--- src/rtl/psd_pkg.sv ---
// Shared widths, types and codes for the point to segment distance pipeline.
`timescale 1ns / 1ps
`default_nettype none
package psd_pkg;

  localparam int CW          = 16;             // coordinate width, Q11.4
  localparam int DW          = CW + 1;         // coordinate difference width
  localparam int PW          = 2 * DW;         // product of two differences
  localparam int LW          = PW;             // squared length / remainder width
  localparam int DOTW        = PW + 1;         // dot product width, signed
  localparam int TFRAC       = 16;             // fraction bits of t
  localparam int TW          = TFRAC + 1;      // t runs 0 .. 1.0
  localparam int OW          = DW + TW + 1;    // offset P - C, 20 fraction bits, signed
  localparam int MW          = OW - 1;         // offset magnitude
  localparam int HW          = MW / 2;         // half of a magnitude for split squares
  localparam int SSW         = 2 * MW;         // one squared offset
  localparam int SQW         = SSW + 1;        // sum of two squared offsets
  localparam int SQ_SHIFT    = 32;             // drop 32 fraction bits before the root
  localparam int VW          = 34;             // root input width
  localparam int RW          = VW / 2;         // root width
  localparam int RMW         = RW + 2;         // root remainder width
  localparam int DIV_STEPS   = TFRAC;
  localparam int SQRT_STEPS  = RW;
  localparam logic [TW-1:0] T_ONE    = TW'(1) << TFRAC;
  localparam logic [RW-1:0] DIST_MAX = '1;

  typedef enum logic [1:0] {
    TM_DIV,
    TM_ZERO,
    TM_FULL
  } tmode_t;

  typedef struct packed {
    logic signed [DW-1:0] dx;
    logic signed [DW-1:0] dy;
    logic signed [DW-1:0] qx;
    logic signed [DW-1:0] qy;
  } psd_vec_t;

  typedef struct packed {
    psd_vec_t        vec;
    logic [LW-1:0]   len2;
    logic [LW-1:0]   rem;
    logic [TW-1:0]   t;
    tmode_t          mode;
  } psd_div_t;

  typedef struct packed {
    logic [VW-1:0]   v;
    logic            sat;
  } psd_sq_t;

  typedef struct packed {
    logic [VW-1:0]   v;
    logic [RMW-1:0]  rem;
    logic [RW-1:0]   root;
    logic            sat;
  } psd_root_t;

endpackage
`default_nettype wire

--- src/rtl/psd_front.sv ---
// Front end: differences, dot product, squared length and clamp decision.
`timescale 1ns / 1ps
`default_nettype none
module psd_front (
  input  wire logic                        clk,
  input  wire logic                        rst_n,
  input  wire logic                        en,
  input  wire logic                        in_valid,
  input  wire logic signed [psd_pkg::CW-1:0] point_x,
  input  wire logic signed [psd_pkg::CW-1:0] point_y,
  input  wire logic signed [psd_pkg::CW-1:0] start_x,
  input  wire logic signed [psd_pkg::CW-1:0] start_y,
  input  wire logic signed [psd_pkg::CW-1:0] end_x,
  input  wire logic signed [psd_pkg::CW-1:0] end_y,
  output logic                             out_valid,
  output psd_pkg::psd_div_t                out_item
);
  import psd_pkg::*;

  logic                 vld1_r, vld2_r, vld3_r;
  psd_vec_t             vec1_r, vec1_nxt, vec2_r;
  logic signed [PW-1:0] dxx_r, dyy_r, qdx_r, qdy_r;
  psd_div_t             item3_r, item3_nxt;

  logic [LW-1:0]        len2;
  logic [DOTW-1:0]      dot;

  always_comb begin
    vec1_nxt.dx = {end_x[CW-1], end_x} - {start_x[CW-1], start_x};
    vec1_nxt.dy = {end_y[CW-1], end_y} - {start_y[CW-1], start_y};
    vec1_nxt.qx = {point_x[CW-1], point_x} - {start_x[CW-1], start_x};
    vec1_nxt.qy = {point_y[CW-1], point_y} - {start_y[CW-1], start_y};
  end

  always_comb begin
    len2 = $unsigned(dxx_r) + $unsigned(dyy_r);
    dot  = {qdx_r[PW-1], qdx_r} + {qdy_r[PW-1], qdy_r};
    item3_nxt.vec  = vec2_r;
    item3_nxt.len2 = len2;
    item3_nxt.t    = '0;
    item3_nxt.rem  = '0;
    if (len2 == '0 || dot[DOTW-1] || dot == '0) begin
      item3_nxt.mode = TM_ZERO;
    end else if (dot >= {1'b0, len2}) begin
      item3_nxt.mode = TM_FULL;
    end else begin
      item3_nxt.mode = TM_DIV;
      item3_nxt.rem  = dot[LW-1:0];
    end
  end

  always_ff @(posedge clk) begin
    if (!rst_n) begin
      vld1_r <= 1'b0;
      vld2_r <= 1'b0;
      vld3_r <= 1'b0;
    end else if (en) begin
      vld1_r <= in_valid;
      vld2_r <= vld1_r;
      vld3_r <= vld2_r;
    end
  end

  always_ff @(posedge clk) begin
    if (en) begin
      vec1_r  <= vec1_nxt;
      vec2_r  <= vec1_r;
      dxx_r   <= $signed(vec1_r.dx) * $signed(vec1_r.dx);
      dyy_r   <= $signed(vec1_r.dy) * $signed(vec1_r.dy);
      qdx_r   <= $signed(vec1_r.qx) * $signed(vec1_r.dx);
      qdy_r   <= $signed(vec1_r.qy) * $signed(vec1_r.dy);
      item3_r <= item3_nxt;
    end
  end

  assign out_valid = vld3_r;
  assign out_item  = item3_r;

endmodule
`default_nettype wire

--- config.mk ---
export PLATFORM = sky130hd
export DESIGN_NAME = psd_front
export DESIGN_NICKNAME = d
export VERILOG_FILES = /design/src/rtl/psd_pkg.sv /design/src/rtl/psd_front.sv
export SDC_FILE = /design/constraint.sdc
export NUM_CORES = 2
export LEC_CHECK = 0
export BUFFER_PORTS_ARGS = -buffer_cell sky130_fd_sc_hd__buf_2
export CORE_ASPECT_RATIO = 0.6
export CORE_MARGIN = 4
export CORE_UTILIZATION = 30
export CTS_CLUSTER_DIAMETER = 200
export DETAILED_ROUTE_END_ITERATION = 10
export GPL_TIMING_DRIVEN = 1
export MAX_ROUTING_LAYER = met4
export PLACE_DENSITY = 0.44
export REMOVE_ABC_BUFFERS = 1
export SLEW_MARGIN = 15
export SYNTH_ARGS = -nofsm -noshare
export SYNTH_HDL_FRONTEND = slang
export SYNTH_SLANG_ARGS = --single-unit
--- constraint.sdc ---
create_clock -name clk -period 7.9 [get_ports clk]
set_clock_uncertainty 0.15 [all_clocks]
set_input_delay 0.79 -clock clk [delete_from_list [all_inputs] [get_ports clk]]
set_output_delay 0.79 -clock clk [all_outputs]
set_load 0.05 [all_outputs]
==> impl_metrics.json <==
{
  "grt_max_degree": 121,
  "crit_end": "out_item[34]",
  "initial_core_util": 0.3037,
  "synth_seq_area_share": 0.2005,
  "synthArstFlopShare": 0,
  "vias": 40818,
  "fp.dieW_um": 590.6,
  "die_area_mm2": 0.2112,
  "r2r-start": "qdy_r[4]",
  "postSynthAreaPerCell_um2": 10.19,
  "clk_latency_ps": 680,
  "synth.area.top_cells": "fa_1, edfxtp_1, ha_1",
  "post-route-min-period_ps": 7633,
  "clk_transition_reported_paths_ps": 70,
  "rows": 127,
  "crit_fanout": 24,
  "use_met2": 0.2237,
  "cts_max_level": 2,
  "wl_per_cell_um": 18.64,
  "nets": 8049,
  "setup_viol": 0,
  "fill_cells": 20680,
  "setup_tns_ps": 0,
  "worstSetupPathType": "flip-flop to flip-flop",
  "final_layout_size_suffix_gt1_frac": 0.09046,
  "maxCapViolations": 0,
  "rsz0062_at_grt": "no",
  "post_cts_buffers": 0,
  "max_freq_mhz": 131.0,
  "grt_pass1_wl_um": 265200,
  "root_buffer": "clkbuf_16",
  "synthToLayoutAreaGrowth_pct": 11.58,
  "post-synth-top-area-cell": "fa_1",
  "grtUsageTotal": 0.1690,
  "worstPathArrival_ps": 7830,
  "startpoint_type": "flip-flop",
  "grt_util_met3": 0.03233,
  "synth.top_cells.by_count": "inv_1, fa_1, ha_1, nand2_1, edfxtp_1",
  "numCtsBuffers": 50,
  "portBuffers": 238,
  "drt_iter0_drc": 2413,
  "antenna_left": 0,
  "netlist_instances": 5994,
  "grt.met1_usage": 0.2672,
  "synth-main-ff-cell": "edfxtp_1",
  "synth_edf_count": 406,
  "min_path_type": "input pin to flip-flop",
  "rr_worst_depth": 18,
  "status": "finished clean",
  "io_pins": 256,
  "yosys_warnings": 0,
  "slew_headroom": 0.1725,
  "ctsLongestPathBuffers": 3,
  "antenna_found_initial": 6,
  "place_hpwl_um": 142100,
  "synth.most_common_cell": "inv_1",
  "clock_sinks": 409,
  "core_mm2": 0.2012,
  "synth_top_area_frac": 0.3692,
  "r2r-end": "out_item[34]",
  "grt_pass1_vias": 43399,
  "routed_wl_um": 168600,
  "dieHeight_um": 357.6,
  "cts_tree": "done",
  "tightest_slew_ps": 1231,
  "ys_types": 83,
  "drtPass1Iterations": 5,
  "synth.ff_latch_count": 409,
  "avgViaCountPerCell": 4.511,
  "slew_violations": 0,
  "gp_congestion": 0.8590,
  "cts_resized": 0,
  "rrSetupSlack_ps": 270,
  "gr-total-overflow": 0,
  "route.detailed.drc": 0,
  "hold_buffers": 0,
  "post-route-period-util": 0.9662,
  "endpoint_kind": "flip-flop",
  "hold_viol": 0,
  "cp.required_ps": 8100,
  "worstHoldStart": "rst_n",
  "critPathLaunch": "qdy_r[4]",
  "busiest_layer": "met1",
  "synth_area_mm2": 0.06110
}
## per-layer routing
| metal | vias up | part of all wire |
|---|---|---|
| met2 | 850 | 0.39 |
| li1 | 19101 | - |
| met5 | - | 0 |
| met4 | 0 | 0.013 |
| met3 | 98 | 0.066 |
| met1 | 20769 | 0.53 |
## flip-flops by register name, indices dropped and copies added, names as in the netlist
name / flops
out_valid: 1
qdy_r: 34
dyy_r: 32
qdx_r: 34
vec1_r: 68
vld2_r: 1
out_item: 138
dxx_r: 32
vld1_r: 1
item3_nxt: 68
## kinds of logic (layout without fill, tap and decap cells)
kind of cell             Yosys count  after routing  share of synthesized area
buffers and inverters           1640           1964                     0.1022
adder cells (fa/ha/maj)         1652           1652                     0.4767
AO/OA/AOI/OAI                    603            603                    0.06522
XOR/XNOR                         252            252                    0.03612
multiplexers                       9              9                   0.001474
AND/OR/NAND/NOR                 1428           1428                     0.1177
other                              1             22                 0.00006137
flip-flops                       409            409                     0.2005
## cell usage in the layout (no fill, tap or decap), drive strengths merged, types with 11 or more instances in the layout
cell,instances
inv,1460
fa,1127
ha,525
nand2,494
buf,422
edfxtp,406
and2,395
nor2,233
xnor2,197
a21oi,170
o21ai,124
a21o,73
nor3,73
xor2,55
clkbuf,55
nand3,47
nand2b,39
nor2b,39
o21a,28
a21boi,28
nand4,23
a211oi,22
o21bai,21
a31oi,21
conb,17
clkinv,17
and3,16
or2,16
a31o,15
or3,12
nor4,12
a211o,11
## how the worst min path moves through the flow
stage | end | slack [ps] | cells after the start
global route | vld2_r | 150 | 2
finish | vld2_r | 220 | 2
floorplan | out_item[100] | 250 | 0
detailed placement | out_item[139] | 250 | 0
CTS | vld2_r | 130 | 2
global placement | out_item[103] | 250 | 0
## worst max-delay path: stages, from the launching register on
cell and delay [ps]:
edfxtp_1 380, ha_1 370, nand2_1 120, o31ai_1 790, nand2_1 340, o21ai_0 740
o21ai_0 440, nor2b_1 250, xnor2_1 560, buf_4 270, ha_1 160, nand4_1 150
nor2_1 270, nand4_1 130, o21ai_0 860, nand4_1 350, a32oi_4 500, buf_12 280
nor3b_1 160
## cell type report
| class | instances | area [um^2] | area share |
|---|---|---|---|
| tap | 2709 | 3390 | 0.04972 |
| clock buffer | 55 | 1270 | 0.01863 |
| timing repair buffer | 422 | 2808 | 0.04118 |
| antenna | 5 | 12.51 | 0.0001835 |
| multi-input combinational | 3961 | 42680 | 0.6261 |
| inverter | 1453 | 5454 | 0.08000 |
| sequential | 409 | 12250 | 0.1797 |
| clock inverter | 34 | 307.8 | 0.004515 |
## through the flow
step	hold slack [ps]	util	setup WS, ps	cells	cell area, um^2
floorplan	250.3	-	1077	5823	60370
global placement	252.7	0.3310	308.1	8954	66590
detailed placement	254.5	0.3310	309.2	8954	66590
CTS	126.3	0.3388	246.2	9043	68170
global route	149.1	0.3389	32.52	9044	68170
finish	215.1	0.3389	267.3	9048	68180
Power is left out: the tool's default activity adds up to more than one toggle a clock period on the data nets, which glitch-free logic cannot reach.
