--- config.mk ---
export PLATFORM = sky130hd
export DESIGN_NAME = psd_div
export DESIGN_NICKNAME = d
export VERILOG_FILES = /design/src/rtl/psd_pkg.sv /design/src/rtl/psd_div.sv
export SDC_FILE = /design/constraint.sdc
export NUM_CORES = 2
export LEC_CHECK = 0
export BUFFER_PORTS_ARGS = -buffer_cell sky130_fd_sc_hd__buf_2
export CORE_AREA = 8 8 525 527
export DETAILED_ROUTE_END_ITERATION = 8
export DIE_AREA = 0 0 533 535
export PLACE_DENSITY = 0.58
export REMOVE_ABC_BUFFERS = 1
export SLEW_MARGIN = 10
export SYNTH_ARGS = -nofsm -noshare
export SYNTH_HDL_FRONTEND = slang
export SYNTH_SLANG_ARGS = --single-unit
--- constraint.sdc ---
create_clock -name clk -period 4.6 [get_ports clk]
set_input_delay 0 -clock clk [delete_from_list [all_inputs] [get_ports clk]]
set_output_delay 0 -clock clk [all_outputs]
set_load 0.005 [all_outputs]
--- src/rtl/psd_pkg.sv ---
// Shared widths, types and codes for the point to segment distance pipeline.
`timescale 1ns / 1ps
`default_nettype none
package psd_pkg;

  localparam int CW          = 16;             // coordinate width, Q11.4
  localparam int DW          = CW + 1;         // coordinate difference width
  localparam int PW          = 2 * DW;         // product of two differences
  localparam int LW          = PW;             // squared length / remainder width
  localparam int DOTW        = PW + 1;         // dot product width, signed
  localparam int TFRAC       = 16;             // fraction bits of t
  localparam int TW          = TFRAC + 1;      // t runs 0 .. 1.0
  localparam int OW          = DW + TW + 1;    // offset P - C, 20 fraction bits, signed
  localparam int MW          = OW - 1;         // offset magnitude
  localparam int HW          = MW / 2;         // half of a magnitude for split squares
  localparam int SSW         = 2 * MW;         // one squared offset
  localparam int SQW         = SSW + 1;        // sum of two squared offsets
  localparam int SQ_SHIFT    = 32;             // drop 32 fraction bits before the root
  localparam int VW          = 34;             // root input width
  localparam int RW          = VW / 2;         // root width
  localparam int RMW         = RW + 2;         // root remainder width
  localparam int DIV_STEPS   = TFRAC;
  localparam int SQRT_STEPS  = RW;
  localparam logic [TW-1:0] T_ONE    = TW'(1) << TFRAC;
  localparam logic [RW-1:0] DIST_MAX = '1;

  typedef enum logic [1:0] {
    TM_DIV,
    TM_ZERO,
    TM_FULL
  } tmode_t;

  typedef struct packed {
    logic signed [DW-1:0] dx;
    logic signed [DW-1:0] dy;
    logic signed [DW-1:0] qx;
    logic signed [DW-1:0] qy;
  } psd_vec_t;

  typedef struct packed {
    psd_vec_t        vec;
    logic [LW-1:0]   len2;
    logic [LW-1:0]   rem;
    logic [TW-1:0]   t;
    tmode_t          mode;
  } psd_div_t;

  typedef struct packed {
    logic [VW-1:0]   v;
    logic            sat;
  } psd_sq_t;

  typedef struct packed {
    logic [VW-1:0]   v;
    logic [RMW-1:0]  rem;
    logic [RW-1:0]   root;
    logic            sat;
  } psd_root_t;

endpackage
`default_nettype wire

--- src/rtl/psd_div.sv ---
// Restoring divider for t, one quotient bit per pipeline stage.
`timescale 1ns / 1ps
`default_nettype none
module psd_div (
  input  wire logic              clk,
  input  wire logic              rst_n,
  input  wire logic              en,
  input  wire logic              in_valid,
  input  psd_pkg::psd_div_t      in_item,
  output logic                   out_valid,
  output psd_pkg::psd_div_t      out_item
);
  import psd_pkg::*;

  psd_div_t               stg_r [DIV_STEPS];
  logic [DIV_STEPS-1:0]   vld_r;

  for (genvar k = 0; k < DIV_STEPS; k++) begin : g_step
    psd_div_t      src;
    psd_div_t      stg_nxt;
    logic          vld_src;
    logic [LW:0]   shl;
    logic          ge;

    if (k == 0) begin : g_first
      assign src     = in_item;
      assign vld_src = in_valid;
    end else begin : g_next
      assign src     = stg_r[k-1];
      assign vld_src = vld_r[k-1];
    end

    assign shl = {src.rem, 1'b0};
    assign ge  = shl >= {1'b0, src.len2};

    always_comb begin
      stg_nxt      = src;
      stg_nxt.rem  = ge ? LW'(shl - {1'b0, src.len2}) : shl[LW-1:0];
      stg_nxt.t    = {src.t[TW-2:0], ge};
    end

    always_ff @(posedge clk) begin
      if (!rst_n) begin
        vld_r[k] <= 1'b0;
      end else if (en) begin
        vld_r[k] <= vld_src;
      end
    end

    always_ff @(posedge clk) begin
      if (en) begin
        stg_r[k] <= stg_nxt;
      end
    end
  end

  assign out_valid = vld_r[DIV_STEPS-1];
  assign out_item  = stg_r[DIV_STEPS-1];

`ifndef SYNTH
  a_rem_below_len2: assert property (@(posedge clk) disable iff (!rst_n)
    vld_r[DIV_STEPS-1] && stg_r[DIV_STEPS-1].mode == TM_DIV
      |-> stg_r[DIV_STEPS-1].rem < stg_r[DIV_STEPS-1].len2)
    else $error("divider remainder not below squared length");
  a_div_entry_range: assert property (@(posedge clk) disable iff (!rst_n)
    in_valid && in_item.mode == TM_DIV
      |-> in_item.rem != '0 && in_item.rem < in_item.len2)
    else $error("divide mode entered with dot product out of range");
`endif

endmodule
`default_nettype wire

==> impl_results.md <==
- Worst-path maximum fanout: 4
- Type of destination of the critical path: flip-flop
- Largest area contributor in the netlist: edfxtp_1
- Initial DRT Pass Iterations: 5
- Synth Instances: 7,757
- Final hold violations: 0
- Clock sinks: 2,376
- Internal Power: 0.0525 W
- FILL cells: 23,100
- Critical Path AT: 4.71 ns
- HP Class: in -> reg
- Req. time, crit path: 5.18 ns
- Post-Syn Area: 0.106 mm²
- Max Cap Viol: 0
- Nets: 9,295
- First-pass GRT wire length: 320,000 µm
- Routed wire length: 200,000 µm
- Pwr Density: 628 mW/mm²
- Area Overhead vs Synth: 16.8%
- Synth cell types: 105
- Top cell type's share of synthesized area: 0.667
- Setup TNS: 0 ns
- DRC marker count from the first detailed-route iteration: 3,418
- Least-Margin Pin Slew: 1.08 ns
- Outcome: completed
- RSZ-0062 raised after global routing: false
- Port bufs: 298
- Die W: 533 µm
- Sequential area share after synthesis: 0.670
- Die area: 0.285 mm²
- CTS tree: yes
- Clock power frac: 0.258
- Hold_sp: in_item[53]
- Max Freq: 242 MHz
- Pre-CTS setup slack: 0.482 ns
- Most used DFF post-synth: edfxtp_1
- R2r startpoint: stg_r[1][19]
- CTS root buf: clkbuf_16
- Worst r2r path cells: 12
- Number of global-route vias before repair: 63,200
- Clock skew: 0.0642 ns
- Dpl hpwl: 142,000 µm
- Max-slew violation total from the final report: 0
- Max clock buf depth: 4
- Inserted Clock Buffers: 270
- Syn. warnings: 0
- Clk pin slew, worst setup/hold paths: 0.06 ns
- Initial cell density of the core: 0.398
- Total Power: 0.0779 W
- Worst Hold Path EP: stg_r[0][19]
- Net switching power: 0.0254 W
- R2R setup slack: 0.47 ns
- Worst hold-check slack: 0.130 ns
- Setup violations, final: 0
- Vias per cell: 4.96
- Share of flip-flops with an asynchronous set or reset: 0
- Final Worst Setup Slack: 0.473 ns
- Post-route insts no fill: 12,300
- Share of layout cells above drive strength 1: 0.113
- Setup crit start kind: flip-flop
- H-tree depth: 5
- Part of the cycle the worst path needs: 0.897
- Routed vias: 61,100
- Clk Latency, worst-skew pair: 0.87 ns
- Flop pwr share: 0.396
- Core Area: 0.267 mm²
- Routed len/inst: 16.2 µm
- Slew HR: 0.280
- Placed insts: 11,600
- Leakage: 48.4 nW
- Pin count of the biggest net entering global routing: 168
- R2r endpoint: stg_r[1][206]
- Crit path launch: stg_r[1][19]
- Top Ports: 315
- Period minus WS final: 4.13 ns
- FP Rows: 190
- DIE HEIGHT: 535 µm
- Combinational share of power: 0.346
- DRT antenna net count: 0
- GPL Wtd Cong: 0.930
- Grt ovf: 0
- Top post-synthesis cells by area: edfxtp_1, ha_1, a21oi_1
- Maximum vdd drop: 0.322 mV
- Mean Syn Cell Area: 13.7 µm²
- Number of synthesized flops with an enable pin: 2,360
- Switching Fraction: 0.327
- Antenna violations before repair: 3
- Crit path kind: reg -> reg
- CTS resizes: 0
- DRC: 0
- GRT Resource Usage Total: 0.135
- Yosys reg bits: 2,376
- Worst Hold Depth: 4
## synth_stat cells (20+ instances only)
| master | n |
|---|---|
| a31oi_1 | 51 |
| and3_1 | 58 |
| o31ai_1 | 28 |
| buf_2 | 28 |
| and2_1 | 31 |
| nor3_1 | 50 |
| a21oi_1 | 572 |
| a211oi_1 | 30 |
| mux2_4 | 29 |
| mux2i_1 | 20 |
| o21a_1 | 49 |
| ha_1 | 544 |
| xnor2_1 | 280 |
| nand4_1 | 94 |
| nand2b_1 | 60 |
| nor4_1 | 20 |
| xor2_1 | 206 |
| edfxtp_1 | 2360 |
| o21ai_1 | 61 |
| nor2_1 | 294 |
| o21ai_0 | 482 |
| o21bai_1 | 76 |
| mux2_2 | 82 |
| nand3_1 | 96 |
| clkbuf_1 | 115 |
| nor2b_1 | 89 |
| nand2_1 | 601 |
| a21o_1 | 330 |
| inv_1 | 669 |
## timing repair
item / 4_1_cts / 5_1_grt
buffers inserted: 0 / 0
endpoints found under the hold margin: 441 / 0
hold buffers: 302 / 0
## layer usage
| layer | wire (µm) | vias to the layer above | track usage |
|---|---|---|---|
| met4 | 12400 | 0 | 0.0785 |
| met2 | 99500 | 1372 | 0.246 |
| met3 | 8140 | 567 | 0.0251 |
| met1 | 80100 | 28800 | 0.147 |
| met5 | 0 | - | 0 |
| li1 | - | 30400 | - |
## worst max-delay path, cell delays in order, from the launching register on
cell and delay, ns:
edfxtp_1 0.45, fa_1 0.49, a21oi_1 0.22, o21ai_0 0.11
a21oi_1 0.34, o21ai_0 0.26, o211ai_1 0.44, o21ai_0 0.42
a31oi_1 0.51, nand4b_1 0.18, a31oi_1 0.22, xor2_1 0.15
o21ai_0 0.08
## registers in the layout (all words and copies together) (netlist names)
register,cells
out_valid,1
stg_r,2360
g_step.vld_src,15
## stage by stage
| stage | instance area (µm²) | util |
|---|---|---|
| floorplan | 105000 | - |
| global placement | 113000 | 0.422 |
| detailed placement | 113000 | 0.422 |
| CTS | 124000 | 0.465 |
| global route | 124000 | 0.465 |
| finish | 124000 | 0.465 |
## cells in the final DEF, fill, tap and decap left out, types with 25 or more instances in the layout
cell | netlist | routed
edfxtp_1 | 2360 | 2360
inv_1 | 669 | 669
nand2_1 | 601 | 601
a21oi_1 | 572 | 567
ha_1 | 544 | 544
o21ai_0 | 482 | 482
a21o_1 | 330 | 330
dlygate4sd3_1 | 0 | 302
buf_2 | 28 | 297
nor2_1 | 294 | 294
xnor2_1 | 280 | 280
clkbuf_16 | 0 | 271
xor2_1 | 206 | 206
nand3_1 | 96 | 96
nand4_1 | 94 | 94
nor2b_1 | 89 | 89
buf_4 | 4 | 89
mux2_2 | 82 | 82
o21bai_1 | 76 | 76
nand2b_1 | 60 | 60
o21ai_1 | 61 | 60
and3_1 | 58 | 58
clkbuf_1 | 115 | 53
a31oi_1 | 51 | 50
nor3_1 | 50 | 50
o21a_1 | 49 | 48
clkinv_1 | 0 | 47
clkinv_2 | 0 | 39
and2_1 | 31 | 31
a211oi_1 | 30 | 30
mux2_4 | 29 | 29
o31ai_1 | 28 | 28
buf_12 | 0 | 25
## worst max path at each step
stage | to | slack [ns] | depth (start not counted)
final | stg_r[1][206] | 0.47 | 12
after global placement | stg_r[0][801] | 0.51 | 14
after CTS | stg_r[0][798] | 0.46 | 14
after floorplan | stg_r[0][795] | -0.68 | 11
after detailed placement | stg_r[0][798] | 0.48 | 14
after global routing | stg_r[0][796] | 0.18 | 14
## cells by family (layout without fill, tap and decap cells)
kind of cell	Yosys count	in the layout	share of synthesized area
flops	2376	2376	0.670
compound gates	1886	1886	0.112
simple gates	1474	1474	0.0650
buf+inv	838	1854	0.0308
fa+ha+maj	560	560	0.0671
xor+xnor	486	486	0.0401
mux	137	137	0.0153
other cells	0	1	0
## layout make-up
class	instances	area, µm²	area share
clock buffers	328	7040	0.0567
repair buffers	713	5680	0.0458
well taps	3552	4440	0.0358
multi-input cells	4543	31900	0.257
diodes	1	2.50	0.0000202
inverters	672	2520	0.0203
clock inverters	141	1340	0.0108
flip-flops and latches	2376	71200	0.574
## power by group through the flow
stage	Sequential, W	Combinational, W	Clock (W)
2_1_floorplan	0.0306	0.0199	0
3_3_place_gp	0.0313	0.0260	0
3_5_place_dp	0.0313	0.0265	0
4_1_cts	0.0309	0.0269	0.0210
5_1_grt	0.0312	0.0299	0.0218
6_report	0.0309	0.0269	0.0201
Note: power is estimated with default switching activity, not from simulation.
