## src/rtl/psd_pkg.sv

```systemverilog
// Shared widths, types and codes for the point to segment distance pipeline.
`timescale 1ns / 1ps
`default_nettype none
package psd_pkg;

  localparam int CW          = 16;             // coordinate width, Q11.4
  localparam int DW          = CW + 1;         // coordinate difference width
  localparam int PW          = 2 * DW;         // product of two differences
  localparam int LW          = PW;             // squared length / remainder width
  localparam int DOTW        = PW + 1;         // dot product width, signed
  localparam int TFRAC       = 16;             // fraction bits of t
  localparam int TW          = TFRAC + 1;      // t runs 0 .. 1.0
  localparam int OW          = DW + TW + 1;    // offset P - C, 20 fraction bits, signed
  localparam int MW          = OW - 1;         // offset magnitude
  localparam int HW          = MW / 2;         // half of a magnitude for split squares
  localparam int SSW         = 2 * MW;         // one squared offset
  localparam int SQW         = SSW + 1;        // sum of two squared offsets
  localparam int SQ_SHIFT    = 32;             // drop 32 fraction bits before the root
  localparam int VW          = 34;             // root input width
  localparam int RW          = VW / 2;         // root width
  localparam int RMW         = RW + 2;         // root remainder width
  localparam int DIV_STEPS   = TFRAC;
  localparam int SQRT_STEPS  = RW;
  localparam logic [TW-1:0] T_ONE    = TW'(1) << TFRAC;
  localparam logic [RW-1:0] DIST_MAX = '1;

  typedef enum logic [1:0] {
    TM_DIV,
    TM_ZERO,
    TM_FULL
  } tmode_t;

  typedef struct packed {
    logic signed [DW-1:0] dx;
    logic signed [DW-1:0] dy;
    logic signed [DW-1:0] qx;
    logic signed [DW-1:0] qy;
  } psd_vec_t;

  typedef struct packed {
    psd_vec_t        vec;
    logic [LW-1:0]   len2;
    logic [LW-1:0]   rem;
    logic [TW-1:0]   t;
    tmode_t          mode;
  } psd_div_t;

  typedef struct packed {
    logic [VW-1:0]   v;
    logic            sat;
  } psd_sq_t;

  typedef struct packed {
    logic [VW-1:0]   v;
    logic [RMW-1:0]  rem;
    logic [RW-1:0]   root;
    logic            sat;
  } psd_root_t;

endpackage
`default_nettype wire

```

## src/rtl/psd_sqrt.sv

```systemverilog
// Floor square root, one result bit per pipeline stage, with saturation.
`timescale 1ns / 1ps
`default_nettype none
module psd_sqrt (
  input  wire logic                  clk,
  input  wire logic                  rst_n,
  input  wire logic                  en,
  input  wire logic                  in_valid,
  input  psd_pkg::psd_sq_t           in_item,
  output logic                       out_valid,
  output logic [psd_pkg::RW-1:0]     out_distance
);
  import psd_pkg::*;

  psd_root_t               stg_r [SQRT_STEPS];
  logic [SQRT_STEPS-1:0]   vld_r;

  for (genvar k = 0; k < SQRT_STEPS; k++) begin : g_step
    psd_root_t       src;
    psd_root_t       stg_nxt;
    logic            vld_src;
    logic [RMW+1:0]  cat;
    logic [RMW-1:0]  trial;
    logic            ge;

    if (k == 0) begin : g_first
      always_comb begin
        src      = '0;
        src.v    = in_item.v;
        src.sat  = in_item.sat;
      end
      assign vld_src = in_valid;
    end else begin : g_next
      assign src     = stg_r[k-1];
      assign vld_src = vld_r[k-1];
    end

    assign cat   = {src.rem, src.v[2*(SQRT_STEPS-1-k) +: 2]};
    assign trial = {src.root, 2'b01};
    assign ge    = cat >= {2'b00, trial};

    always_comb begin
      stg_nxt      = src;
      stg_nxt.rem  = ge ? RMW'(cat - {2'b00, trial}) : cat[RMW-1:0];
      stg_nxt.root = {src.root[RW-2:0], ge};
    end

    always_ff @(posedge clk) begin
      if (!rst_n) begin
        vld_r[k] <= 1'b0;
      end else if (en) begin
        vld_r[k] <= vld_src;
      end
    end

    always_ff @(posedge clk) begin
      if (en) begin
        stg_r[k] <= stg_nxt;
      end
    end
  end

  assign out_valid    = vld_r[SQRT_STEPS-1];
  assign out_distance = stg_r[SQRT_STEPS-1].sat ? DIST_MAX : stg_r[SQRT_STEPS-1].root;

`ifndef SYNTH
  a_root_remainder: assert property (@(posedge clk) disable iff (!rst_n)
    vld_r[SQRT_STEPS-1]
      |-> stg_r[SQRT_STEPS-1].rem <= {1'b0, stg_r[SQRT_STEPS-1].root, 1'b0})
    else $error("square root remainder exceeds twice the root");
`endif

endmodule
`default_nettype wire

```

## config.mk

```make
export PLATFORM = sky130hd
export DESIGN_NAME = psd_sqrt
export DESIGN_NICKNAME = d
export VERILOG_FILES = /design/src/rtl/psd_pkg.sv /design/src/rtl/psd_sqrt.sv
export SDC_FILE = /design/constraint.sdc
export NUM_CORES = 1
export LEC_CHECK = 0
export BUFFER_PORTS_ARGS = -buffer_cell sky130_fd_sc_hd__buf_4
export CAP_MARGIN = 20
export CORE_UTILIZATION = 40
export DETAILED_ROUTE_END_ITERATION = 12
export PLACE_DENSITY = 0.64
export SETUP_SLACK_MARGIN = 0.3
export SYNTH_ARGS = -nofsm -noshare
export SYNTH_HDL_FRONTEND = slang
export SYNTH_SLANG_ARGS = --single-unit
```

## constraint.sdc

```tcl
create_clock -name clk -period 4.65 [get_ports clk]
set_clock_uncertainty 0.05 [all_clocks]
set_input_delay 0.93 -clock clk [delete_from_list [all_inputs] [get_ports clk]]
set_output_delay 0.93 -clock clk [all_outputs]
set_load 0.05 [all_outputs]
```

==> metrics.txt, run 1 <==
outcome=completed; Routed Wire Length=60.68 mm; cell with the most instances after synthesis=edfxtp_1; Placeable Area=83,820 um2; CTS Root Buffer Type=clkbuf_16; Internal=13.11 mW; RSZ-0062 raised after global routing=false; DRC violations left=0; port buffer count=between 50 and 60; global-route wire length before repair=98.53 mm; register bit total from synthesis=741; final setup fails=0; crit path launch type=flop; sequential group share of total power=0.490; CTS Hold Buffers Added=0; net switching fraction of the power=0.2536; Syn Std Cell Area=around 34,000 um2; die area=85,970 um2; slew margin rel.=0.3252; Crit Path Class=flop to flop; HP Class=flop to flop; vias in the first global route=around 20,000; static leakage=around 15 nW; MaxCap Viol Count=0; post-route ant nets=0; # resized after CTS=0; Die Wd=around 300 um; GRT overflow=0; RD Place Congestion=0.8790; CP arrival=3.86 ns; Setup WS post-layout=1.119 ns; TritonCTS clock tree=yes; endpoints failing hold=0; cells after synthesis=2,564; cells taking the most area after synthesis=edfxtp_1 (64%), ha_1 (6.3%), xor2_1 (2.7%), xnor2_1 (2.7%), inv_1 (2.4%); synth-to-layout area growth=13.68%; Gate power share=0.142; initial antenna violation count=0; routed via count=slightly below 20,000; yosys warns=0; Initial Utilization=0.4047; Req. time, crit path=4.98 ns; H-Tree Depth=3; Synth top area share=0.6409; FP Rows=106; IO Pins=57; dpl ws=1.053 ns; Num CTS Buffers=78; antenna cells=0; crit share post-route=0.7594; fraction of layout cells with a size suffix above 1=0.09581; maximum vdd drop=between 300 and 400 uV; Tightest Pin Transition=1.010 ns; syn avg cell area=13.23 um2; Pwr Total=17.57 mW; Reg clk slew, reported paths=0.06 ns; Post-synth EDFFs=724; sequential share of the synthesized area=0.6510; Die Height=293.2 um; Post-synth top cells=edfxtp_1 (724), inv_1 (219), ha_1 (171); Routed WL per cell=15.64 um; worst-case clock buffer depth=3; clock latency on the worst-skew pair=0.64 ns; Clock power frac=0.368; Total GRT Usage=0.1406; PwrDens=455.5 nW/um2; post-synthesis net count=about 2,800; Critical Path End Type=flop; post-synthesis cell type count=79; Max Clock Freq=283.2 MHz; Async SR Flop Fraction=0; Fin Setup TNS=0 ns; crit path max fanout=20; Post-CTS Setup Repair Bufs=0; Final min period=3.531 ns; hpwl dp=around 42 mm; DR pass1 iterations=5; top cell type by total area after synthesis=edfxtp_1; initial DRC count=1,128; Layout Nets=about 2,900; ys flop type=edfxtp_1; clock sink count=741; switching power=4.455 mW; Via density=5.073; max-slew violation count=0; largest net degree at the start of global routing=~110
cell families after synthesis:
kind of cell	Yosys count	share of synthesized area
compound gates	481	0.08974
simple gates	650	0.09664
other cells	1	0.0001106
fa+ha+maj	171	0.06307
mux	54	0.01697
buf+inv	259	0.02907
xor+xnor	207	0.05345
flops	741	0.6510
metrics by stage:
| step | utilization | cells | cell area [um2] | hold slack, ns |
|---|---|---|---|---|
| after global routing | 0.4600 | 3879 | 38560 | 0.3547 |
| final | 0.4600 | 3879 | 38560 | 0.3435 |
| after floorplan | - | 2564 | 33920 | 0.3503 |
| after CTS | 0.4600 | 3879 | 38560 | 0.3433 |
| after global placement | 0.4279 | 3737 | 35860 | 0.3501 |
| after detailed placement | 0.4279 | 3737 | 35860 | 0.3545 |
worst max-delay path, cell delays in order, from the launching register on:
cell and delay, ns:
edfxtp_1 0.36, inv_1 0.05, ha_1 0.35, a21oi_1 0.16, o21ai_0 0.15, or4_1 0.56, nand2_1 0.11, and3b_1 0.65
clkinv_1 0.39, and4b_1 0.31, xor2_1 0.14
registers in the layout (all words and copies together), names as in the netlist:
name            flops
g_step.vld_src     16
out_valid           1
stg_r             724
final timing paths:
path / startpoint / slack, ns / cells past startpoint / to
worst min register to register: stg_r[0][538]$_DFFE_PP_ / 0.34 / 0 / stg_r[0][609]$_DFFE_PP_
worst min-delay path: stg_r[0][538]$_DFFE_PP_ / 0.34 / 0 / stg_r[0][609]$_DFFE_PP_
worst max-delay path: stg_r[0][642]$_DFFE_PP_ / 1.12 / 10 / stg_r[0][746]$_DFFE_PP_
worst max register to register: stg_r[0][642]$_DFFE_PP_ / 1.12 / 10 / stg_r[0][746]$_DFFE_PP_
final cells by class:
type | instances | area [um2]
Clock buffer | 88 | 2011
Multi-Input combinational cell | 1564 | 10870
Fill cell | 7422 | 45260
Timing Repair Buffer | 77 | 660.6
Tap cell | 1134 | 1419
Clock inverter | 54 | 685.7
Inverter | 221 | 829.5
Sequential cell | 741 | 22080
routing by layer:
| layer | track usage | routed length [um] |
|---|---|---|
| met2 | 0.2322 | 28280 |
| met5 | 0 | 0 |
| met4 | 0.05831 | 1898 |
| met3 | 0.02640 | 2912 |
| met1 | 0.1817 | 27580 |
placed cells by master (no fill, tap or decap), types with 17 or more instances in the layout:
cell / Yosys / layout
clkbuf_16: 0 / 79
buf_4: 0 / 70
dfxtp_1: 17 / 17
inv_1: 219 / 219
mux2_2: 28 / 28
or3_1: 18 / 18
ha_1: 171 / 171
nor3_1: 64 / 63
xor2_1: 104 / 104
nand2_1: 162 / 162
edfxtp_1: 724 / 724
a21oi_1: 138 / 136
or4_1: 18 / 18
nand3_1: 25 / 25
o21ai_0: 122 / 122
nand4_1: 23 / 23
nor4_1: 37 / 37
nor2_1: 155 / 155
clkinv_1: 2 / 19
nor2b_1: 43 / 43
mux2i_1: 26 / 26
xnor2_1: 103 / 103
o21a_1: 37 / 37
a21o_1: 50 / 50
nand2b_1: 27 / 27
or2_2: 25 / 25
power by group through the flow:
stage	clock network, mW	logic (mW)	registers (mW)
2_1_floorplan	0	1.84	8.59
3_3_place_gp	0	2.42	8.73
3_5_place_dp	0	2.47	8.75
4_1_cts	6.69	2.49	8.61
5_1_grt	6.92	2.78	8.68
6_report	6.47	2.49	8.61
(Power assumes the default switching activity.)
==> run 2, diff against run 1 <==
==> constraint.sdc (replaced) <==
create_clock -name clk -period 3.7 [get_ports clk]
set_clock_uncertainty 0.05 [all_clocks]
set_input_delay 0.74 -clock clk [delete_from_list [all_inputs] [get_ports clk]]
set_output_delay 0.74 -clock clk [all_outputs]
set_load 0.05 [all_outputs]
==> metrics.txt, run 2 (synthesis results as in run 1) <==
outcome=completed; crit share post-route=0.8523 (+0.09292); CTS Root Buffer Type=clkbuf_16; static leakage=14.73 nW (about the same); vias in the first global route=19,440 (-1.5%); Reg clk slew, reported paths=0.06 ns (about the same); Crit-path slowest cell=or4_1; Die Height=293.2 um (unchanged); Total GRT Usage=0.1374 (-0.003255); DRC violations left=0 (unchanged); Initial Utilization=0.4047 (unchanged); Req. time, crit path=3.98 ns (-1.00 ns); final setup fails=0 (unchanged); Routed Wire Length=59.05 mm (-2.7%); RD Place Congestion=0.8777 (-0.15%); hold path depth=1 (+1); largest net degree at the start of global routing=95 (-13%); worst-case clock buffer depth=3 (unchanged); global-route wire length before repair=96.90 mm (-1.7%); MaxCap Viol Count=0 (unchanged); slew margin rel.=0.5515 (+0.2263); Setup WS post-layout=0.5466 ns (-0.5724 ns); endpoints failing hold=0 (unchanged); Max Clock Freq=317.1 MHz (+12%); port buffer count=56 (unchanged); Routed WL per cell=15.19 um (-2.9%); Layout Nets=2,904 (+0.38%); IO Pins=57 (unchanged); max-slew violation count=0 (unchanged); placed insts=3,747 (+0.27%); clock sink count=741 (unchanged); commonest cells after routing, fill and taps aside=edfxtp_1 (724), inv_1 (219), ha_1 (171); R2R cell count=10 (unchanged); routed via count=19,680 (-0.0051%); clock latency on the worst-skew pair=0.64 ns (about the same); Max stage delay on crit path=0.56 ns (-0.09 ns); Biggest register=stg_r; Final min period=3.153 ns (-0.3776 ns); HP Class=primary input to flop; R2R setup slack=0.55 ns (-0.57 ns); hpwl dp=41.62 mm (-1.5%); hold_sp=in_item[32]; TritonCTS clock tree=yes; GRT overflow=0 (unchanged); Die Wd=293.2 um (unchanged); dpl ws=0.5619 ns (-0.4909 ns); initial antenna violation count=0 (unchanged); CP arrival=3.44 ns (-0.42 ns); Placeable Area=83,820 um2 (unchanged); maximum vdd drop=394.4 uV (+24%); Num CTS Buffers=79 (+1.3%); reg2reg end=stg_r[0][746]$_DFFE_PP_; WHS Endpoint=stg_r[0][68]$_DFFE_PP_; Fin Setup TNS=0 ns (unchanged); post-route ant nets=0 (unchanged); Largest register FFs=724 (unchanged); fin cells=3,887 (+0.21%); fraction of layout cells with a size suffix above 1=0.09553 (-0.0002784); fill count=7,392 (-0.40%); H-Tree Depth=3 (unchanged); PwrDens=560.0 nW/um2 (+23%); RSZ-0062 raised after global routing=false; DR pass1 iterations=5 (unchanged); FP Rows=106 (unchanged); Critical Path End Type=flop; worst-path cell chain=ha_1 > a21oi_1 > o21ai_0 > or4_1 > nand2_1 > and3b_1 > buf_4 > clkinvlp_4 > and4b_1 > xor2_1; crit path max fanout=18 (-10%); antenna cells=0 (unchanged); Via density=5.062 (-0.21%); crit path launch type=flop; commonest non-fill, non-tap cell in the layout=edfxtp_1; Reg-to-Reg Start=stg_r[0][659]$_DFFE_PP_; initial DRC count=1,344 (+19%); Crit Path Class=flop to flop; synth-to-layout area growth=13.56%; Tightest Pin Transition=0.6698 ns (-0.3399 ns); die area=85,970 um2 (unchanged); CTS Hold Buffers Added=0 (unchanged); Post-CTS Setup Repair Bufs=0 (unchanged)
-- run 2: repair_timing --
item	in CTS	in global routing
gates resized for setup	0	1
endpoints found under the hold margin	0	0
endpoints found under the setup margin	0	1
-- run 2: area by class of cell --
class,count,area (um2),share of cell area
Clock inverter,46,508.0,0.01319
Multi-Input combinational cell,1564,10870,0.2823
Clock buffer,94,2033,0.05278
Tap cell,1134,1419,0.03683
Inverter,221,833.3,0.02163
Timing Repair Buffer,87,773.2,0.02007
Sequential cell,741,22080,0.5732
-- run 2: metal layers --
layer	routed length [um]	up-vias	track usage
met5	0	-	0
met4	1543	0	0.04992
met3	2798	112	0.02572
met2	27350	462	0.2228
met1	27360	9356	0.1838
li1	-	9746	-
-- run 2: worst max path at each step --
stage	startpoint	end	cells after the start
final	stg_r[0][659]$_DFFE_PP_	stg_r[0][746]$_DFFE_PP_	10
after global routing	stg_r[0][659]$_DFFE_PP_	stg_r[0][746]$_DFFE_PP_	10
after CTS	stg_r[0][642]$_DFFE_PP_	stg_r[0][746]$_DFFE_PP_	11
after detailed placement	stg_r[0][659]$_DFFE_PP_	stg_r[0][746]$_DFFE_PP_	10
after global placement	stg_r[0][642]$_DFFE_PP_	stg_r[0][746]$_DFFE_PP_	11
after floorplan	stg_r[0][941]$_DFFE_PP_	stg_r[0][1030]$_DFFE_PP_	8
-- run 2: where the power goes --
| group | switching, mW | internal [mW] |
|---|---|---|
| clock | 3.23 | 4.39 |
| combinational | 1.75 | 1.37 |
| sequential | 0.517 | 10.3 |
| total | 5.49 | 16.1 |
-- run 2: stage by stage --
| step | cell area [um2] | hold slack, ns | power (mW) | util |
|---|---|---|---|---|
| 6_report | 38520 | 0.2287 | 21.57 | 0.4596 |
| 5_1_grt | 38520 | 0.1935 | 22.66 | 0.4596 |
| 4_1_cts | 38520 | 0.1888 | 21.86 | 0.4595 |
| 3_5_place_dp | 35980 | 0.3545 | 14.10 | 0.4292 |
| 3_3_place_gp | 35980 | 0.3506 | 14.00 | 0.4292 |
| 2_1_floorplan | 33920 | 0.3503 | 13.10 | - |
-- run 2: critical path, delay by kind of cell, from the launching register on --
kind	cells	cell delay, ns
AO/OA/AOI/OAI	2	0.30
buffers and inverters	2	0.47
adder cells (fa/ha/maj)	1	0.35
XOR/XNOR	1	0.14
AND/OR/NAND/NOR	4	1.13
flip-flops	1	0.40
==> run 3, diff against run 2 <==
--- a/config.mk
+++ b/config.mk
@@ -7,6 +7,7 @@
 export LEC_CHECK = 0
 export BUFFER_PORTS_ARGS = -buffer_cell sky130_fd_sc_hd__buf_4
 export CAP_MARGIN = 20
+export CORE_MARGIN = 2
 export CORE_UTILIZATION = 40
 export DETAILED_ROUTE_END_ITERATION = 12
 export PLACE_DENSITY = 0.64
==> constraint.sdc (replaced) <==
create_clock -name clk -period 3.4 [get_ports clk]
set_clock_uncertainty 0.05 [all_clocks]
set_input_delay 0 -clock clk [delete_from_list [all_inputs] [get_ports clk]]
set_output_delay 0 -clock clk [all_outputs]
set_load 0.05 [all_outputs]
==> metrics.txt, run 3 (synthesis results as in run 1) <==
initial antenna violation count=0 (unchanged); dpl ws=0.3027 ns (-0.2593 ns); WP buf/inv=0 (-2); slew margin rel.=0.4848 (-0.06666); CP arrival=3.23 ns (-0.21 ns); CTS Root Buffer Type=clkbuf_16; Crit Path Class=flop to flop; clock latency on the worst-skew pair=0.63 ns (about the same); WL met2=28.34 mm (+3.6%); Die Wd=295.2 um (+0.68%); Total GRT Usage=0.1371 (-0.0002647); hpwl dp=41.20 mm (-1.0%); static leakage=14.98 nW (+1.7%); Biggest register=stg_r; Max stage delay on crit path=0.54 ns (-0.02 ns); Pwr Total=23.74 mW (+10%); Top Metal Used=met4; CP top delay family=compound AO/OA/AOI/OAI gates; initial DRC count=1,132 (-16%); antenna cells=0 (unchanged); largest net degree at the start of global routing=87 (-8.4%); area of the multi-input gates=10,950 um2 (+0.70%); worst-path cell chain=ha_1 > o21a_1 > o21a_1 > o21ai_0 > a211o_1 > a221oi_2 > nor4b_1 > xor2_1; Req. time, crit path=3.71 ns (-0.27 ns); port buffer count=56 (unchanged); Die Height=295.2 um (+0.68%); Placeable Area=83,820 um2 (unchanged); CP endpoint=stg_r[0][318]$_DFFE_PP_; Via density=5.039 (-0.46%); maximum vdd drop=427.3 uV (+8.3%); crit path launch type=flop; Post-CTS Setup Repair Bufs=0 (unchanged); Setup WS post-layout=0.4728 ns (-0.07377 ns); Initial Utilization=0.4047 (unchanged); crit share post-route=0.8609 (+0.008661); IO Pins=57 (unchanged); Reg-to-Reg Start=stg_r[0][231]$_DFFE_PP_; RSZ-0062 raised after global routing=false; Reg clk slew, reported paths=0.06 ns (about the same); Top cell by count, worst path=o21a_1; Largest register FFs=724 (unchanged); vias in the first global route=19,890 (+2.3%); R2R cell count=8 (-2); Tightest Pin Transition=0.7728 ns (+0.1029 ns); crit path max fanout=7 (-11); RD Place Congestion=0.8925 (+1.7%); Max Clock Freq=341.6 MHz (+7.7%); HP Class=primary input to flop; TritonCTS clock tree=yes; fin cells=3,943 (+1.4%); worst-case clock buffer depth=3 (unchanged); placed insts=3,752 (+0.13%); Num CTS Buffers=81 (+2.5%); MaxCap Viol Count=0 (unchanged); PwrDens=606.9 nW/um2 (+8.4%); Critical Path End Type=flop; commonest non-fill, non-tap cell in the layout=edfxtp_1; FP Rows=106 (unchanged); outcome=completed; Fin Setup TNS=0 ns (unchanged); global-route wire length before repair=98.19 mm (+1.3%); GRT overflow=0 (unchanged); WP depth=8 (-2); synth-to-layout area growth=15.31%; Routed WL per cell=15.09 um (-0.69%); Fin Hold WS=0.03854 ns (-0.1902 ns); Routed Wire Length=59.49 mm (+0.74%); DRC violations left=0 (unchanged); commonest cells after routing, fill and taps aside=edfxtp_1 (724), inv_1 (219), ha_1 (171); max-slew violation count=0 (unchanged); met3 wire len=3.047 mm (+8.9%); H-Tree Depth=3 (unchanged); routed via count=19,870 (+0.97%); met1 wire length=26.49 mm (-3.2%); Reg area=22,080 um2 (unchanged); R2R setup slack=0.47 ns (-0.07 ns); Final min period=2.927 ns (-0.2262 ns); die area=87,150 um2 (+1.4%); DR pass1 iterations=7 (+2); clock sink count=741 (unchanged); Layout Nets=2,954 (+1.7%); endpoints failing hold=0 (unchanged); final setup fails=0 (unchanged); reg2reg end=stg_r[0][318]$_DFFE_PP_; fraction of layout cells with a size suffix above 1=0.1025 (+0.006995); Crit-path slowest cell=a221oi_2; Worst Setup SP=stg_r[0][231]$_DFFE_PP_; post-route ant nets=0 (unchanged); fill count=7,351 (-0.55%)
run 3: cell type report:
class                   count  area share
clock buffers              93     0.05297
clock inverters            55     0.01334
inverters                 221     0.02121
multi-input cells        1564      0.2800
flip-flops and latches    741      0.5645
well taps                1134     0.03627
repair buffers            135     0.03173
run 3: worst reg2reg max path, delay by kind of cell, from the launching register on:
family	cells	cell delay [ns]
AO/OA/AOI/OAI	5	1.33
adder cells (fa/ha/maj)	1	0.36
flip-flops	1	0.40
XOR/XNOR	1	0.13
AND/OR/NAND/NOR	1	0.39
run 3: metal layers:
layer / track usage / up-vias
li1: - / 9839
met1: 0.1771 / 9408
met2: 0.2299 / 490
met3: 0.02601 / 130
met4: 0.05014 / 0
met5: 0 / -
run 3: timing repair:
| action | 4_1_cts | 5_1_grt |
|---|---|---|
| hold buffers | 43 | 0 |
| hold endpoints to repair | 124 | 0 |
| resized for setup | 2 | 14 |
| setup endpoints to repair | 11 | 48 |
run 3: how the worst min path moves through the flow:
stage                     start                     end  slack, ns  cells after the start
finish               in_item[1]  stg_r[0][37]$_DFFE_PP_       0.04                      2
global route         in_item[5]  stg_r[0][41]$_DFFE_PP_       0.02                      2
detailed placement  in_item[15]  stg_r[0][51]$_DFFE_PP_       0.13                      1
global placement    in_item[26]  stg_r[0][62]$_DFFE_PP_       0.13                      1
floorplan            in_item[0]   stg_r[0][0]$_DFFE_PP_       0.05                      0
CTS                 in_item[31]  stg_r[0][67]$_DFFE_PP_     0.0004                      2
run 3: stage by stage:
step           area, um2    util
2_1_floorplan      33920       -
3_3_place_gp       36010  0.4297
3_5_place_dp       36010  0.4297
4_1_cts            39050  0.4659
5_1_grt            39120  0.4667
6_report           39120  0.4667
run 3: report_power, final:
part | internal (mW) | leakage (nW) | switching, mW
Combinational | 1.54 | 6.65 | 1.92
Sequential | 11.2 | 7.07 | 0.553
Clock | 4.95 | 1.26 | 3.55
